--- config.mk ---
export PLATFORM = sky130hd
export DESIGN_NAME = menu_key_autorepeat_unit
export DESIGN_NICKNAME = d
export VERILOG_FILES = /design/src/sv/mka_pkg.sv /design/src/sv/menu_key_autorepeat_unit.sv
export SDC_FILE = /design/constraint.sdc
export NUM_CORES = 1
export LEC_CHECK = 0
export BUFFER_PORTS_ARGS = -buffer_cell sky130_fd_sc_hd__buf_4
export CAP_MARGIN = 20
export CORE_ASPECT_RATIO = 0.7
export CORE_UTILIZATION = 30
export DETAILED_ROUTE_END_ITERATION = 10
export GPL_TIMING_DRIVEN = 0
export PLACE_DENSITY = 0.58
export SLEW_MARGIN = 20
export SYNTH_ARGS = -nofsm -noshare
export SYNTH_HDL_FRONTEND = slang
export SYNTH_SLANG_ARGS = --single-unit
--- constraint.sdc ---
create_clock -name clk -period 7.15 [get_ports clk]
set_input_delay 0.3575 -clock clk [delete_from_list [all_inputs] [get_ports clk]]
set_output_delay 0.3575 -clock clk [all_outputs]
set_load 0.05 [all_outputs]
--- src/sv/mka_pkg.sv ---
// Package for the menu key autorepeat unit.
// Holds payload structs, button bit masks, menu action codes, phase codes, register indexes and reset values.
// No dependencies.
`default_nettype none

package mka_pkg;

	typedef struct packed {
		logic [17:0] button_bits;
		logic [7:0]  stick_x;
		logic [7:0]  stick_y;
		logic [31:0] sample_time;
	} mka_in_t;

	typedef struct packed {
		logic [3:0]  menu_action;
		logic [15:0] held_buttons;
	} mka_out_t;

	localparam logic [15:0] BTN_SELECT = 16'h0001;
	localparam logic [15:0] BTN_START  = 16'h0008;
	localparam logic [15:0] BTN_UP     = 16'h0010;
	localparam logic [15:0] BTN_RIGHT  = 16'h0020;
	localparam logic [15:0] BTN_DOWN   = 16'h0040;
	localparam logic [15:0] BTN_LEFT   = 16'h0080;
	localparam logic [15:0] BTN_LTRIG  = 16'h0100;
	localparam logic [15:0] BTN_RTRIG  = 16'h0200;
	localparam logic [15:0] BTN_CIRCLE = 16'h2000;
	localparam logic [15:0] BTN_CROSS  = 16'h4000;
	localparam logic [15:0] BTN_SQUARE = 16'h8000;
	localparam logic [15:0] BTN_REPEATABLE =
		BTN_UP | BTN_RIGHT | BTN_DOWN | BTN_LEFT | BTN_LTRIG | BTN_RTRIG;
	localparam int unsigned HOLD_SWITCH_BIT = 17;

	localparam logic [3:0] ACT_NONE    = 4'd0;
	localparam logic [3:0] ACT_RTRIG   = 4'd1;
	localparam logic [3:0] ACT_LTRIG   = 4'd2;
	localparam logic [3:0] ACT_LEFT    = 4'd3;
	localparam logic [3:0] ACT_RIGHT   = 4'd4;
	localparam logic [3:0] ACT_UP      = 4'd5;
	localparam logic [3:0] ACT_DOWN    = 4'd6;
	localparam logic [3:0] ACT_SELECT  = 4'd7;
	localparam logic [3:0] ACT_DEFAULT = 4'd8;
	localparam logic [3:0] ACT_EXIT    = 4'd9;
	localparam logic [3:0] ACT_BACK    = 4'd10;

	localparam logic [1:0] PHASE_NOT_HELD = 2'd0;
	localparam logic [1:0] PHASE_INITIAL  = 2'd1;
	localparam logic [1:0] PHASE_REPEAT   = 2'd2;

	localparam logic [1:0] REG_ANALOG_ENABLE = 2'd0;
	localparam logic [1:0] REG_ANALOG_THRESH = 2'd1;
	localparam logic [1:0] REG_START_DELAY   = 2'd2;
	localparam logic [1:0] REG_INTERVAL      = 2'd3;

	localparam logic [7:0]  THRESH_RESET = 8'd20;
	localparam logic [31:0] DELAY_RESET  = 32'd200000;
	localparam logic [31:0] INTVL_RESET  = 32'd50000;
	localparam logic [7:0]  STICK_MAX    = 8'd255;

endpackage

`default_nettype wire

--- src/sv/menu_key_autorepeat_unit.sv ---
// Menu key autorepeat unit: an input transfer loads the input register, and the result
// register is loaded from it when not stalled. Throughput one sample per cycle;
// the input register feeds one pass of compare, priority select and 32-bit wrapped
// time compare into the result register, and a stalled result holds both registers.
// Reset (arst_n low) clears button history, repeat state, valid flags and loads
// register defaults: analog off, threshold 20, delay 200000 us, interval 50000 us.
// Depends on mka_pkg.
`default_nettype none

module menu_key_autorepeat_unit
	import mka_pkg::*;
(
	input  wire logic        clk,
	input  wire logic        arst_n,
	input  wire logic        in_valid,
	output logic             in_ready,
	input  wire mka_in_t     in_data,
	output logic             out_valid,
	input  wire logic        out_ready,
	output mka_out_t         out_data,
	input  wire logic        psel,
	input  wire logic        penable,
	input  wire logic        pwrite,
	input  wire logic [3:0]  paddr,
	input  wire logic [31:0] pwdata,
	output logic [31:0]      prdata,
	output logic             pready
);

	logic        analog_enable_q;
	logic [7:0]  analog_threshold_q;
	logic [31:0] start_delay_q;
	logic [31:0] interval_q;

	logic        valid_s1;
	mka_in_t     item_s1;
	logic        out_valid_q;
	mka_out_t    out_data_q;

	logic [15:0] prev_buttons_q;
	logic [1:0]  phase_q;
	logic [15:0] rep_buttons_q;
	logic [3:0]  rep_action_q;
	logic [31:0] rep_time_q;

	logic        advance;
	logic        cfg_write;
	logic [1:0]  reg_index;
	logic [7:0]  inv_thresh;
	logic [15:0] buttons;
	logic [15:0] fresh;
	logic [3:0]  new_action;
	logic [3:0]  action;
	logic [31:0] elapsed;
	logic        fire;

	assign pready    = 1'b1;
	assign reg_index = paddr[3:2];
	assign cfg_write = psel & penable & pwrite & pready;

	always_comb begin
		prdata = '0;
		unique case (reg_index)
			REG_ANALOG_ENABLE: prdata = {31'd0, analog_enable_q};
			REG_ANALOG_THRESH: prdata = {24'd0, analog_threshold_q};
			REG_START_DELAY:   prdata = start_delay_q;
			REG_INTERVAL:      prdata = interval_q;
			default:           prdata = '0;
		endcase
	end

	always_ff @(posedge clk or negedge arst_n) begin
		if (!arst_n) begin
			analog_enable_q    <= 1'b0;
			analog_threshold_q <= THRESH_RESET;
			start_delay_q      <= DELAY_RESET;
			interval_q         <= INTVL_RESET;
		end else if (cfg_write) begin
			unique case (reg_index)
				REG_ANALOG_ENABLE: analog_enable_q    <= pwdata[0];
				REG_ANALOG_THRESH: analog_threshold_q <= pwdata[7:0];
				REG_START_DELAY:   start_delay_q      <= pwdata;
				REG_INTERVAL:      interval_q         <= pwdata;
				default:           ;
			endcase
		end
	end

	assign advance   = valid_s1 & (~out_valid_q | out_ready);
	assign in_ready  = ~valid_s1 | advance;
	assign out_valid = out_valid_q;
	assign out_data  = out_data_q;

	always_comb begin
		inv_thresh = STICK_MAX - analog_threshold_q;
		buttons    = item_s1.button_bits[15:0];
		if (analog_enable_q && !item_s1.button_bits[HOLD_SWITCH_BIT]) begin
			if (item_s1.stick_x < analog_threshold_q) buttons = buttons | BTN_LEFT;
			if (item_s1.stick_x > inv_thresh)         buttons = buttons | BTN_RIGHT;
			if (item_s1.stick_y < analog_threshold_q) buttons = buttons | BTN_UP;
			if (item_s1.stick_y > inv_thresh)         buttons = buttons | BTN_DOWN;
		end
		fresh = (prev_buttons_q ^ buttons) & buttons;

		new_action = ACT_NONE;
		if ((fresh & BTN_RTRIG)  != '0) new_action = ACT_RTRIG;
		if ((fresh & BTN_LTRIG)  != '0) new_action = ACT_LTRIG;
		if ((fresh & BTN_LEFT)   != '0) new_action = ACT_LEFT;
		if ((fresh & BTN_RIGHT)  != '0) new_action = ACT_RIGHT;
		if ((fresh & BTN_UP)     != '0) new_action = ACT_UP;
		if ((fresh & BTN_DOWN)   != '0) new_action = ACT_DOWN;
		if ((fresh & BTN_START)  != '0) new_action = ACT_SELECT;
		if ((fresh & BTN_SELECT) != '0) new_action = ACT_DEFAULT;
		if ((fresh & BTN_CIRCLE) != '0) new_action = ACT_SELECT;
		if ((fresh & BTN_CROSS)  != '0) new_action = ACT_EXIT;
		if ((fresh & BTN_SQUARE) != '0) new_action = ACT_BACK;

		elapsed = item_s1.sample_time - rep_time_q;
		fire    = 1'b0;
		if ((buttons & rep_buttons_q) != '0) begin
			if (phase_q == PHASE_INITIAL) fire = elapsed > start_delay_q;
			else if (phase_q == PHASE_REPEAT) fire = elapsed > interval_q;
		end

		if (new_action != ACT_NONE) action = new_action;
		else if (fire) action = rep_action_q;
		else action = ACT_NONE;
	end

	always_ff @(posedge clk or negedge arst_n) begin
		if (!arst_n) begin
			valid_s1       <= 1'b0;
			out_valid_q    <= 1'b0;
			prev_buttons_q <= '0;
			phase_q        <= PHASE_NOT_HELD;
			rep_buttons_q  <= '0;
			rep_action_q   <= ACT_NONE;
			rep_time_q     <= '0;
		end else begin
			if (in_ready) begin
				valid_s1 <= in_valid;
			end
			if (advance) begin
				out_valid_q    <= 1'b1;
				prev_buttons_q <= buttons;
				if (new_action != ACT_NONE) begin
					rep_time_q    <= item_s1.sample_time;
					phase_q       <= PHASE_INITIAL;
					rep_buttons_q <= fresh & BTN_REPEATABLE;
					rep_action_q  <= new_action;
				end else if (fire) begin
					rep_time_q <= item_s1.sample_time;
					phase_q    <= PHASE_REPEAT;
				end
			end else if (out_ready) begin
				out_valid_q <= 1'b0;
			end
		end
	end

	always_ff @(posedge clk) begin
		if (in_valid && in_ready) begin
			item_s1 <= in_data;
		end
		if (advance) begin
			out_data_q.menu_action  <= action;
			out_data_q.held_buttons <= buttons;
		end
	end

endmodule

`default_nettype wire
Word-level counts from Yosys, hierarchy flattened --
Index checks and enable logic that the tools add are counted.
Word-level totals: register bits after elaboration 221, bits of input ports 109, output and inout port bits 55, logic and storage cells 82
Operators by class: add/subtract/negate cells 2, magnitude comparators 6, equality and inequality tests 5, mux-type cells 28, bitwise operators 10, reduce and logical (&&, ||, !) cells 14
Operators with widths (count):
- case mux 32 bit (4 select lines) | 1
- > comparator 32 bit | 2
- two-way mux 32 bit | 2
- two-way mux 4 bit | 12
- subtractor 32 bit | 1
- bitwise AND 16 x 10 -> 16 bit | 1
- bitwise AND 16 bit | 1
- > comparator 8 bit | 2
- less-than comparator 8 bit | 2
- two-way mux 8 bit | 2
- nonzero test 16 bit | 1
- bitwise XOR 16 bit | 1
- AND reduction 2 bit | 6
- subtractor 8 bit, first input constant | 1
- two-way mux 7 bit | 1
- == test 2 bit, second input constant | 3
- two-way mux 1 bit | 6
- two-way mux 6 bit | 1
- two-way mux 5 bit | 1
- == test 2 x 1 -> 1 bit, second input constant | 2
- two-way mux 2 bit | 2
- nonzero test 2 bit | 2
- nonzero test 4 bit | 1
- bitwise AND 1 bit | 3
- other kinds (5) | 8

Depth between registers and ports, before layout --
Gate-level depths: netlist of the first run.
depth in word-level cells 22, mapped depth 22, gate-level depth less buffers 21

Worst setup path after synthesis of the first run --
No wires, ideal clock.
kind register to register, start point register item_s1[1] (netlist name), end point register rep_time_q[10], setup time 125 ps, arrival 4723 ps, data required time 7025 ps, slack 2301 ps, stages on the path, launching flop included 20, path buffers 1, clock period less this slack 4849 ps, cells stage by stage edfxtp_1 > ha_1 > nor2b_1 > o21ai_0 > a31o_2 > a2111oi_1 > o21ai_0 > a211oi_1 > nor4_1 > a311o_1 > ha_1 > nand4_1 > or4_1 > nor3_1 > a21oi_1 > o21ai_0 > a32oi_2 > o21ai_4 > buf_12 > mux2_4
Between the ends: cells in the longest elaborated chain, start to end 7, elaborated cells between the ends (all ways) 8, classes of those cells 1 x add/sub; 2 x order compare; 3 x mux; 2 x reduce/logical
RTL lines:
- start: declaration | line menu_key_autorepeat_unit.sv:36 | mka_in_t item_s1;
- start signal: assignment | line menu_key_autorepeat_unit.sv:163 | item_s1 <= in_data;
- subtractor 32 bit * | line menu_key_autorepeat_unit.sv:118 | elapsed = item_s1.sample_time - rep_time_q;
- > comparator 32 bit | line menu_key_autorepeat_unit.sv:122 | else if (phase_q == PHASE_REPEAT) fire = elapsed > interval_q;
- two-way mux 1 bit | line menu_key_autorepeat_unit.sv:122
- two-way mux 1 bit * | line menu_key_autorepeat_unit.sv:121 | if (phase_q == PHASE_INITIAL) fire = elapsed > start_delay_q;
- two-way mux 1 bit * | line menu_key_autorepeat_unit.sv:120 | if ((buttons & rep_buttons_q) != '0) begin
- nonzero test 2 bit (no line) *
- AND reduction 2 bit (no line) *
- end signal: assignment | line menu_key_autorepeat_unit.sv:147 | rep_time_q <= item_s1.sample_time;
- end signal: assignment | line menu_key_autorepeat_unit.sv:152 | rep_time_q <= item_s1.sample_time;
- end: declaration | line menu_key_autorepeat_unit.sv:44 | logic [31:0] rep_time_q;
Mark *: on every way between the ends. The rest lies on a longest branch, timed or not. A chain may end at the register's enable or synchronous reset.

Worst setup path after layout of the first run --
start point register item_s1[1] (netlist name), end point register rep_time_q[31]
The elaborated chain is that of the path after synthesis.

==> results of run 1 <==
worst max-delay path, cell delays in order (launching register included):
cell and delay (ps):
sky130_fd_sc_hd__edfxtp_1 500, sky130_fd_sc_hd__ha_1 320, sky130_fd_sc_hd__nor2b_1 110, sky130_fd_sc_hd__o21ai_0 150, sky130_fd_sc_hd__a31o_2 310, sky130_fd_sc_hd__a2111oi_1 700, sky130_fd_sc_hd__o21ai_0 480, sky130_fd_sc_hd__a211oi_1 640
sky130_fd_sc_hd__nor4_1 100, sky130_fd_sc_hd__a311o_1 380, sky130_fd_sc_hd__ha_1 310, sky130_fd_sc_hd__a21o_1 160, sky130_fd_sc_hd__a21oi_1 150, sky130_fd_sc_hd__nor2b_1 90, sky130_fd_sc_hd__o41ai_1 750, sky130_fd_sc_hd__a32oi_2 360
sky130_fd_sc_hd__o21ai_4 420, sky130_fd_sc_hd__buf_12 210, sky130_fd_sc_hd__mux2_4 310
final timing paths:
check | from | to | cells after the start
max | item_s1[1] | rep_time_q[31] | 18
min | pwdata[8] | start_delay_q[8] | 3
max reg2reg | item_s1[1] | rep_time_q[31] | 18
min reg2reg | item_s1[49] | out_data[1] | 0
max in group asynchronous | arst_n | start_delay_q[6] | 3
min in group asynchronous | arst_n | rep_time_q[29] | 2
Yosys cell counts, types with 9 or more instances:
cell	instances	area share (%)
sky130_fd_sc_hd__dfstp_2	14	3.0
sky130_fd_sc_hd__a211oi_1	9	0.54
sky130_fd_sc_hd__mux2i_1	24	1.9
sky130_fd_sc_hd__o21ai_0	83	3.3
sky130_fd_sc_hd__nor2b_1	36	1.8
sky130_fd_sc_hd__nand2_1	106	3.2
sky130_fd_sc_hd__ha_1	127	13
sky130_fd_sc_hd__xnor2_1	20	1.4
sky130_fd_sc_hd__clkbuf_1	25	0.75
sky130_fd_sc_hd__mux2_4	30	3.6
sky130_fd_sc_hd__o21bai_1	12	0.72
sky130_fd_sc_hd__inv_1	136	4.1
sky130_fd_sc_hd__nand2b_1	13	0.65
sky130_fd_sc_hd__nand3_1	12	0.48
sky130_fd_sc_hd__nor4_1	11	0.55
sky130_fd_sc_hd__nor2_1	33	1.0
sky130_fd_sc_hd__nor3_1	12	0.48
sky130_fd_sc_hd__a21o_1	13	0.78
sky130_fd_sc_hd__edfxtp_1	85	21
sky130_fd_sc_hd__dfrtp_1	116	23
sky130_fd_sc_hd__mux2_2	40	3.6
sky130_fd_sc_hd__nand4_1	15	0.75
sky130_fd_sc_hd__a21oi_1	62	2.5
metrics by stage:
step	power [uW]	instance area [sq um]	setup slack, ps
global route	5030	15800	364
finish	4690	15800	580
CTS	4730	15800	530
detailed placement	3450	14300	583
floorplan	2920	12400	2300
global placement	3410	14300	693
per-layer routing:
metal | GRT usage (%) | vias up
met5 | 0 | -
met4 | 2.74 | 2
met3 | 2.67 | 36
met2 | 22.4 | 213
met1 | 24.2 | 4355
li1 | - | 4574
logic make-up (layout without fill, tap and decap cells):
| kind of cell | Yosys count | count (layout) |
|---|---|---|
| adders and majority gates | 128 | 128 |
| buffers and inverters | 169 | 439 |
| AOI/OAI and AO/OA | 249 | 249 |
| and+or+nand+nor | 264 | 264 |
| other | 1 | 1 |
| muxes | 95 | 95 |
| DFF | 215 | 215 |
| xor gates and xnor gates | 28 | 28 |
registers in the layout (all words and copies together), names as in the netlist:
name and flops:
analog_enable_q 1, analog_threshold_q 8, interval_q 32, item_s1 65, out_data 20, out_valid 1, phase_q 2, prev_buttons_q 11
rep_action_q 4, rep_buttons_q 6, rep_time_q 32, start_delay_q 32, valid_s1 1
where the power goes:
group | internal, uW | switching, uW | leakage (uW) | total, uW
combinational | 765 | 1070 | 0.00436 | 1830
clock | 711 | 514 | 0.000369 | 1230
sequential | 1510 | 127 | 0.00235 | 1640
total | 2980 | 1710 | 0.00709 | 4690
repair_timing:
action	4_1_cts	5_1_grt
setup endpoints to repair	0	0
endpoints found under the hold margin	118	0
hold buffers	66	0
resized for setup	0	0
final cells by class:
type / count / area share, %
buffer: 32 / 1.10
clock buffer: 39 / 4.49
inverter: 137 / 3.26
multi-input combinational: 765 / 37.6
tap: 535 / 4.25
sequential: 215 / 37.0
timing repair buffer: 225 / 12.0
clock inverter: 6 / 0.326
==> results.md, run 1 <==
| Result | This run |
|---|---|
| GRT Total Usage | 15.6% |
| Netlist area before placement | 12,400 sq um |
| Standby leakage power | 0.00709 uW |
| Syn_area_per_cell | 10.8 sq um |
| Path type of the worst min-delay path | input port to register |
| Number of levels in the clock H-tree | 1 |
| Seq cells post-synth | 215 |
| Inserted Clock Buffers | 25 |
| Final cell count without fillers | 1,954 |
| Syn Inst Count | 1,149 |
| Wire length of the first global-routing pass | 51,100 um |
| Fraction of final layout cells sized beyond drive strength 1 | 21.1% |
| Clock tree sinks | 215 |
| Final max-slew violation count | 0 |
| Total die area | 42,300 sq um |
| Number of nets with antenna violations after routing | 0 |
| Detailed-routing wirelength on met1 | 17,700 um |
| Setup bufs post-CTS | 0 |
| Clock tree from TritonCTS | yes |
| Antenna violations before repair | 1 |
| Share of the synthesized netlist area taken by xor and xnor gates | 1.97% |
| Simple-Gate Fraction of Synth Area | 10.5% |
| Max transition margin | 32.6% |
| Final hold vios | 0 |
| Part of the cycle the worst path needs | 91.9% |
| Insertion delay of the later-clocked pin in the worst-skew pair | 540 ps |
| Critical path launch point type | register |
| Synth-to-Final Area Change | 26.8% |
| Predominant post-synthesis flop cell | sky130_fd_sc_hd__dfrtp_1 |
| Setup_tns | 0 ps |
| Min Tclk post-route | 6570 ps |
| Area of the multi-input gates | 5920 sq um |
| Detailed-routing iteration count for the pre-antenna-repair pass | 5 |
| Internal reg-to-reg setup slack | 580 ps |
| RSZ-0062 raised after global routing | false |
| Critical path data arrival time | 6990 ps |
| Top sig layer | met5 |
| Register area | 5820 sq um |
| Wirelength, routed | 33,200 um |
| Clock Path Buffers | 3 |
| HPWL after detailed placement | 25,500 um |
| Routed vias | 9,180 |
| Most common library cell in the layout ignoring fill and taps | sky130_fd_sc_hd__buf_4 |
| Number of max-cap violations | 0 |
| Number of nets at the end of the flow | 1,638 |
| Global placer's final weighted congestion | 0.892 |
| DRC violation count after routing | 0 |
| Area of the core region | 40,300 sq um |
| Root Buffer Master | sky130_fd_sc_hd__clkbuf_16 |
| Worst Path Max Fanout | 10 |
| Max rail drop VDD | 0.161 mV |
| Routed vias/inst | 4.70 |
| Number of synthesized flops with an enable pin | 85 |
| Fraction of the mapped netlist area in adder cells | 12.9% |
| Starting density of the core | 30.8% |
| IO buf count | 157 |
| Maximum clock frequency | 152 MHz |
| Setup CP Type | register to register |
| Power per Cell Area | 298 nW/um^2 |
| Multiplexer area fraction after synthesis | 9.36% |
| Vias in the first global route | 8,881 |
| Standard-cell rows | 61 |
| Synthesized netlist net count | 1,386 |
| Wire length on met3 | 1510 um |
| Average wire per standard cell | 17.0 um |
| Share of synthesized area occupied by flip-flops and latches | 46.8% |
| Antenna fix cells | 0 |
| Fillers | 4,012 |
| Die outline width | 245 um |
| Cell count after placement | 1,843 |
| Most used cells in the layout excluding fill and tap cells | 157 x sky130_fd_sc_hd__buf_4, 136 x sky130_fd_sc_hd__inv_1, 127 x sky130_fd_sc_hd__ha_1 |
| Outcome | finished, final reports clean |
| Met2 wire length | 13,600 um |
| Compound-Gate Fraction of Synth Area | 12.8% |
| Required time of the critical path | 7570 ps |
| Die Y-Extent | 172 um |
| Starting DRC count in detailed routing | 536 |
| Synth unique cells | 73 |
| Layout Utilization | 39.1% |
| Async SR Flop Fraction | 60.5% |
| Final global-route overflow total | 0 |
| Clock transition at the registers of the reported paths | 60 ps |
| Slew at the pin with the worst max-slew slack | 1010 ps |
| # IOs | 164 |
| CP endpoint kind | register |
| Largest net degree at the start of global routing | 72 |
| Yosys warning count | 0 |
| Dominant combinational cell family by area after synthesis | adder cells |
| Setup clock skew after layout | 17.8 ps |
| Final number of setup-violating endpoints | 0 |
| Final-layout worst hold slack | 36.2 ps |
Power figures use the tool's default switching activity.
==> run 2: changes to the inputs <==
--- a/config.mk
+++ b/config.mk
@@ -9,2 +9,4 @@
 export CAP_MARGIN = 20
+export CELL_PAD_IN_SITES_DETAIL_PLACEMENT = 0
+export CELL_PAD_IN_SITES_GLOBAL_PLACEMENT = 1
 export CORE_ASPECT_RATIO = 0.7
@@ -13,3 +15,3 @@
 export GPL_TIMING_DRIVEN = 0
-export PLACE_DENSITY = 0.58
+export PLACE_DENSITY = 0.67
 export SLEW_MARGIN = 20
==> constraint.sdc (replaced) <==
create_clock -name clk -period 7.15 [get_ports clk]
set_input_delay 0 -clock clk [delete_from_list [all_inputs] [get_ports clk]]
set_output_delay 0 -clock clk [all_outputs]
set_load 0.005 [all_outputs]
==> results.md, run 2 (same netlist as run 1, synthesis figures left out) <==
| Result | This run | vs previous |
|---|---|---|
| Number of nets at the end of the flow | 1,673 | +2.1% |
| Max transition margin | 33.5% | +0.84 points |
| Root Buffer Master | sky130_fd_sc_hd__clkbuf_16 |  |
| Starting DRC count in detailed routing | 457 | -15% |
| Part of the total power dissipated in the clock network | 29.4% | +3.3 points |
| Internal power component | 3150 uW | +5.5% |
| HPWL after detailed placement | 26,200 um | +2.5% |
| Setup clock skew after layout | 10.8 ps | -7.00 ps |
| Clock Path Buffers | 3 | unchanged |
| Path type of the worst min-delay path | input port to async pin |  |
| Wirelength, routed | 34,300 um | +3.3% |
| Detailed-routing iteration count for the pre-antenna-repair pass | 7 | +2 |
| Antenna fix cells | 0 | unchanged |
| Min Tclk post-route | 6720 ps | +147 ps |
| RSZ-0062 raised after global routing | false |  |
| Series of cell instances along the critical path | ha_1 -> nor2b_1 -> o21ai_0 -> a31o_2 -> a2111oi_1 -> o21ai_0 -> a211oi_1 -> a41oi_1 -> xnor2_1 -> ha_1 -> nand4_1 -> nor4_1 -> a21oi_1 -> o41ai_1 -> a32oi_2 -> o21ai_4 -> buf_12 -> mux2_4 |  |
| Net switching fraction of the power | 33.9% | -2.6 points |
| Average wire per standard cell | 17.3 um | +1.5% |
| DRC violation count after routing | 0 | unchanged |
| Final max-slew violation count | 0 | unchanged |
| Outcome | finished, final reports clean |  |
| Most common library cell in the layout ignoring fill and taps | sky130_fd_sc_hd__buf_4 |  |
| Total die area | 42,300 sq um | unchanged |
| Power per Cell Area | 293 nW/um^2 | -1.5% |
| Synth-to-Final Area Change | 30.6% |  |
| IO buf count | 157 | unchanged |
| Final number of setup-violating endpoints | 0 | unchanged |
| Max rail drop VDD | 0.152 mV | -5.8% |
| Register area | 5820 sq um | unchanged |
| Critical path data arrival time | 7130 ps | +140 ps |
| Met1 routing resource usage after global routing | 24.8% | +0.56 points |
| GR met2 Demand/Resource | 23.4% | +0.99 points |
| Critical path launch point type | register |  |
| Global placer's final weighted congestion | 0.887 | -0.59% |
| Clock transition at the registers of the reported paths | 60 ps | about the same |
| Worst Path Max Fanout | 10 | unchanged |
| Antenna violations before repair | 3 | +2 |
| Fraction of final layout cells sized beyond drive strength 1 | 21.1% | -0.027 points |
| # IOs | 164 | unchanged |
| Die Y-Extent | 172 um | unchanged |
| Most used cells in the layout excluding fill and tap cells | 157 x sky130_fd_sc_hd__buf_4, 136 x sky130_fd_sc_hd__inv_1, 127 x sky130_fd_sc_hd__ha_1 |  |
| Number of levels in the clock H-tree | 1 | unchanged |
| Starting density of the core | 30.8% | unchanged |
| Final global-route overflow total | 0 | unchanged |
| Most Used Layer, Global Route | met1 |  |
| Routed vias/inst | 4.70 | about the same |
| Met3 layer usage reported by global route | 2.81% | +0.14 points |
| Flip-flop count of the largest register after layout | 65 | unchanged |
| Clock tree from TritonCTS | yes |  |
| Number of max-cap violations | 0 | unchanged |
| Setup_tns | 0 ps | unchanged |
| Number of nets with antenna violations after routing | 0 | unchanged |
| Sequential cell fraction of total power | 34.3% | -0.5 points |
| Clock tree sinks | 215 | unchanged |
| Standby leakage power | 0.00729 uW | +2.9% |
| Maximum clock frequency | 149 MHz | -2.2% |
| Required time of the critical path | 7560 ps | about the same |
| Setup CP Type | register to register |  |
| Wire length of the first global-routing pass | 52,800 um | +3.3% |
| CP endpoint kind | register |  |
| Register ranked first by flip-flop count | item_s1 |  |
| Maximum cell stage delay along the critical path | 710 ps | -40 ps |
| Part of the cycle the worst path needs | 93.9% | +2.1 points |
| Proportion of power drawn by combinational gates | 36.3% | -2.8 points |
| Slew at the pin with the worst max-slew slack | 986 ps | -25.0 ps |
| Switching component of the power | 1610 uW | -5.7% |
| Master of the slowest instance on the critical path | sky130_fd_sc_hd__a211oi_1 |  |
| Routed vias | 9,348 | +1.8% |
| Area after DPL | 14,300 sq um | unchanged |
| Die outline width | 245 um | unchanged |
| Largest net degree at the start of global routing | 67 | -6.9% |
| Overall Power | 4760 uW | +1.4% |
| GRT Total Usage | 16.2% | +0.57 points |
| Area of the core region | 40,300 sq um | unchanged |
| Area of the multi-input gates | 5920 sq um | unchanged |
| Inserted Clock Buffers | 25 | unchanged |
| Vias in the first global route | 9,043 | +1.8% |
| Insertion delay of the later-clocked pin in the worst-skew pair | 540 ps | about the same |
| Standard-cell rows | 61 | unchanged |
| Final std cell area, no fill | 16,200 sq um | +3.0% |
| Fillers | 3,969 | -1.1% |
| Final hold vios | 0 | unchanged |
-- run 2: cell count changes in the layout (fill, tap and decap cells not counted), sizes merged --
cell / delta
bufinv: +5
clkinv: +4
dlygate4sd3: +35
clkbuf: -10
clkinvlp: +1
-- run 2: area by class of cell --
class / count / area share (%)
Multi-Input combinational cell: 765 / 36.5
Inverter: 137 / 3.17
Clock buffer: 29 / 4.01
Timing Repair Buffer: 260 / 13.8
Buffer: 32 / 1.07
Sequential cell: 215 / 35.9
Clock inverter: 16 / 1.43
Tap cell: 535 / 4.12
-- run 2: worst paths after layout --
check | from | cells after the start | slack (ps) | end
min in group clk | penable | 4 | 50 | analog_enable_q
worst min-delay path | arst_n | 2 | 10 | prev_buttons_q[14]
worst max-delay path | item_s1[1] | 18 | 430 | rep_time_q[29]
worst max register to register | item_s1[1] | 18 | 430 | rep_time_q[29]
worst min register to register | item_s1[60] | 0 | 420 | out_data[12]
max in group asynchronous | arst_n | 3 | 6360 | start_delay_q[10]
-- run 2: power groups by stage --
stage	clock, uW	sequential, uW	combinational, uW
2_1_floorplan	0	1620	1160
3_3_place_gp	0	1650	1640
3_5_place_dp	0	1660	1670
4_1_cts	1450	1630	1730
5_1_grt	1490	1660	1940
6_report	1400	1630	1730
-- run 2: layer usage --
metal	part of all wire, %	up-vias
met1	53	4487
met3	4.0	41
met4	1.8	6
li1	-	4649
met2	41	165
met5	0.10	-
-- run 2: what timing repair did --
action                    in CTS  in global routing
setup buffers                  0                  0
hold buffers                 101                  0
resized for setup              0                  0
hold endpoints to repair     259                  0
-- run 2: per-stage QoR --
stage | instances | util [%] | hold slack (ps) | setup WS, ps
2_1_floorplan | 1149 | - | -296 | 2300
3_3_place_gp | 1841 | 35.4 | 179 | 539
3_5_place_dp | 1843 | 35.6 | -1.93 | 472
4_1_cts | 1989 | 40.3 | 19.1 | 439
5_1_grt | 1989 | 40.3 | 48.4 | 151
6_report | 1989 | 40.3 | 12.5 | 433
-- run 2: worst max-delay path: cells and delay by family, from the launching register on --
kind,cells,cell delay [ps]
muxes,1,300
adders and majority gates,2,650
DFF,1,520
buffers and inverters,1,210
and+or+nand+nor,3,900
xor gates and xnor gates,1,220
AOI/OAI and AO/OA,10,3780
==> run 3: changes to the inputs <==
- BUFFER_PORTS_ARGS: -buffer_cell sky130_fd_sc_hd__buf_4 -> not set
- CORE_UTILIZATION: 30 -> 45
- DONT_BUFFER_PORTS: not set -> 1
- PLACE_DENSITY: 0.67 -> 0.83
==> results.md, run 3 (same netlist as run 1, synthesis figures left out) <==
| Result | This run | vs previous |
|---|---|---|
| Critical path startpoint | item_s1[0] |  |
| Average wire per standard cell | 18.6 um | +7.9% |
| Critical path data arrival time | 6780 ps | -350 ps |
| Final std cell area, no fill | 14,700 sq um | -9.6% |
| Antenna violations before repair | 2 | -1 |
| Required time of the critical path | 7550 ps | about the same |
| Critical Path End | rep_time_q[30] |  |
| Die Y-Extent | 141 um | -18% |
| Starting DRC count in detailed routing | 582 | +27% |
| Routed vias/inst | 5.32 | +13% |
| Wire length of the first global-routing pass | 49,600 um | -6.1% |
| Detailed-routing iteration count for the pre-antenna-repair pass | 5 | -2 |
| Clock tree sinks | 215 | unchanged |
| Area after DPL | 12,900 sq um | -10% |
| Worst Path Max Fanout | 10 | unchanged |
| Clock tree from TritonCTS | yes |  |
| Vias in the first global route | 8,871 | -1.9% |
| Area of the core region | 27,000 sq um | -33% |
| RSZ-0062 raised after global routing | false |  |
| Inserted Clock Buffers | 23 | -8.0% |
| Largest net degree at the start of global routing | 131 | +96% |
| Setup_tns | 0 ps | unchanged |
| Number of max-cap violations | 0 | unchanged |
| IO buf count | 0 | -100% |
| Flip-flop count of the largest register after layout | 65 | unchanged |
| Starting density of the core | 46.1% | +15 points |
| Final hold vios | 0 | unchanged |
| Min Tclk post-route | 6370 ps | -342 ps |
| Critical path launch point type | register |  |
| Most used cells in the layout excluding fill and tap cells | 136 x sky130_fd_sc_hd__inv_1, 127 x sky130_fd_sc_hd__ha_1, 116 x sky130_fd_sc_hd__dfrtp_1 |  |
| DRC violation count after routing | 0 | unchanged |
| Max transition margin | 36.7% | +3.2 points |
| Power per Cell Area | 299 nW/um^2 | +1.8% |
| Final global-route overflow total | 0 | unchanged |
| # IOs | 164 | unchanged |
| Worst r2r src | item_s1[0] |  |
| Root Buffer Master | sky130_fd_sc_hd__clkbuf_16 |  |
| Register ranked first by flip-flop count | item_s1 |  |
| Clock transition at the registers of the reported paths | 60 ps | about the same |
| Number of gates given a new drive strength after cts | 0 | unchanged |
| Setup clock skew after layout | 14.6 ps | +3.76 ps |
| Clock Path Buffers | 3 | unchanged |
| Fraction of final layout cells sized beyond drive strength 1 | 11.1% | -10 points |
| Synth-to-Final Area Change | 18.1% |  |
| Die outline width | 201 um | -18% |
| Part of the cycle the worst path needs | 89.2% | -4.8 points |
| Total die area | 28,300 sq um | -33% |
| Routed vias | 8,834 | -5.5% |
| Final number of setup-violating endpoints | 0 | unchanged |
| Setup bufs post-CTS | 0 | unchanged |
| CP endpoint kind | register |  |
| HPWL after detailed placement | 22,800 um | -13% |
| Slew at the pin with the worst max-slew slack | 938 ps | -47.9 ps |
| Standby leakage power | 0.00644 uW | -12% |
| Final max-slew violation count | 0 | unchanged |
| Number of nets at the end of the flow | 1,516 | -9.4% |
| Number of nets with antenna violations after routing | 0 | unchanged |
| Worst R2R End | rep_time_q[30] |  |
| Wirelength, routed | 30,900 um | -9.9% |
| Fillers | 2,342 | -41% |
| Insertion delay of the later-clocked pin in the worst-skew pair | 530 ps | about the same |
| Setup CP Type | register to register |  |
| Most common library cell in the layout ignoring fill and taps | sky130_fd_sc_hd__inv_1 |  |
| Standard-cell rows | 50 | -18% |
| Global placer's final weighted congestion | 0.881 | -0.63% |
| Path type of the worst min-delay path | input port to async pin |  |
| Internal reg-to-reg setup slack | 780 ps | +340 ps |
| Number of levels in the clock H-tree | 1 | unchanged |
| Maximum clock frequency | 157 MHz | +5.4% |
| GRT Total Usage | 22.3% | +6.1 points |
| Outcome | finished, final reports clean |  |
| Worst reg2reg path depth | 21 | +3 |
| Max rail drop VDD | 0.160 mV | +5.3% |
==> run 3: changes by cell type in the layout (fill, tap and decap cells not counted), moves of 2 or more <==
cell,delta
sky130_fd_sc_hd__dlygate4sd3_1,+2
sky130_fd_sc_hd__clkbuf_8,+3
sky130_fd_sc_hd__clkinv_2,-3
sky130_fd_sc_hd__bufinv_16,-6
sky130_fd_sc_hd__clkbuf_1,+5
sky130_fd_sc_hd__buf_4,-156
sky130_fd_sc_hd__clkinv_1,-2
sky130_fd_sc_hd__clkbuf_16,-2
==> run 3: where the power goes <==
| group | leakage (uW) | switching [uW] | internal, uW |
|---|---|---|---|
| logic | 0.00375 | 918 | 695 |
| registers | 0.00235 | 130 | 1510 |
| clock network | 0.000338 | 492 | 639 |
==> run 3: cell type report <==
cell class / instances / area [sq um] / area share, %
buffer: 32 / 174 / 1.18
timing repair buffer: 105 / 1080 / 7.35
inverter: 137 / 514 / 3.50
multi-input combinational: 765 / 5920 / 40.4
clock buffer: 35 / 661 / 4.50
tap: 364 / 455 / 3.10
antenna: 1 / 2.50 / 0.0170
sequential: 215 / 5820 / 39.7
clock inverter: 7 / 45.0 / 0.307
==> run 3: critical path: stages (launching register included) <==
cell	delay [ps]
sky130_fd_sc_hd__edfxtp_1	460
sky130_fd_sc_hd__inv_1	100
sky130_fd_sc_hd__ha_1	180
sky130_fd_sc_hd__inv_1	60
sky130_fd_sc_hd__fa_1	420
sky130_fd_sc_hd__a211oi_1	360
sky130_fd_sc_hd__nor4_1	140
sky130_fd_sc_hd__nor4_1	430
sky130_fd_sc_hd__o211ai_1	270
sky130_fd_sc_hd__a31oi_1	340
sky130_fd_sc_hd__o21bai_1	180
sky130_fd_sc_hd__a21oi_1	250
sky130_fd_sc_hd__o311ai_0	240
sky130_fd_sc_hd__ha_1	370
sky130_fd_sc_hd__nand4_1	220
sky130_fd_sc_hd__nor4_1	480
sky130_fd_sc_hd__a21oi_1	200
sky130_fd_sc_hd__o41ai_1	190
sky130_fd_sc_hd__a32oi_2	350
sky130_fd_sc_hd__o21ai_4	460
sky130_fd_sc_hd__buf_12	220
sky130_fd_sc_hd__mux2_4	310
==> run 3: stage by stage <==
stage / total power, uW / cells / setup slack [ps] / hold WS, ps / util, %
3_5_place_dp: 3180 / 1514 / 785 / -293 / 47.9
6_report: 4380 / 1661 / 775 / 87.9 / 54.4
3_3_place_gp: 3140 / 1513 / 722 / -293 / 47.8
2_1_floorplan: 2780 / 1149 / 2300 / -296 / -
5_1_grt: 4700 / 1660 / 337 / 78.6 / 54.4
4_1_cts: 4400 / 1660 / 692 / 76.8 / 54.4
==> run 3: worst min path at each step <==
stage / endpoint / cells past startpoint
finish: rep_time_q[28] / 2
floorplan: analog_enable_q / 0
global route: item_s1[50] / 1
detailed placement: rep_time_q[28] / 0
CTS: item_s1[57] / 1
global placement: rep_time_q[28] / 0
==> run 3: repair_timing <==
| item | 4_1_cts | 5_1_grt |
|---|---|---|
| hold endpoints to repair | 303 | 0 |
| endpoints found under the setup margin | 0 | 0 |
| hold buffers | 104 | 0 |
==> run 3: routing by layer <==
layer / track usage [%] / routed length (um) / vias up
met2: 31.6 / 12500 / 196
met3: 4.07 / 1390 / 38
met1: 34.8 / 16400 / 4256
met5: 0 / 10 / -
li1: - / - / 4342
met4: 4.90 / 586 / 2
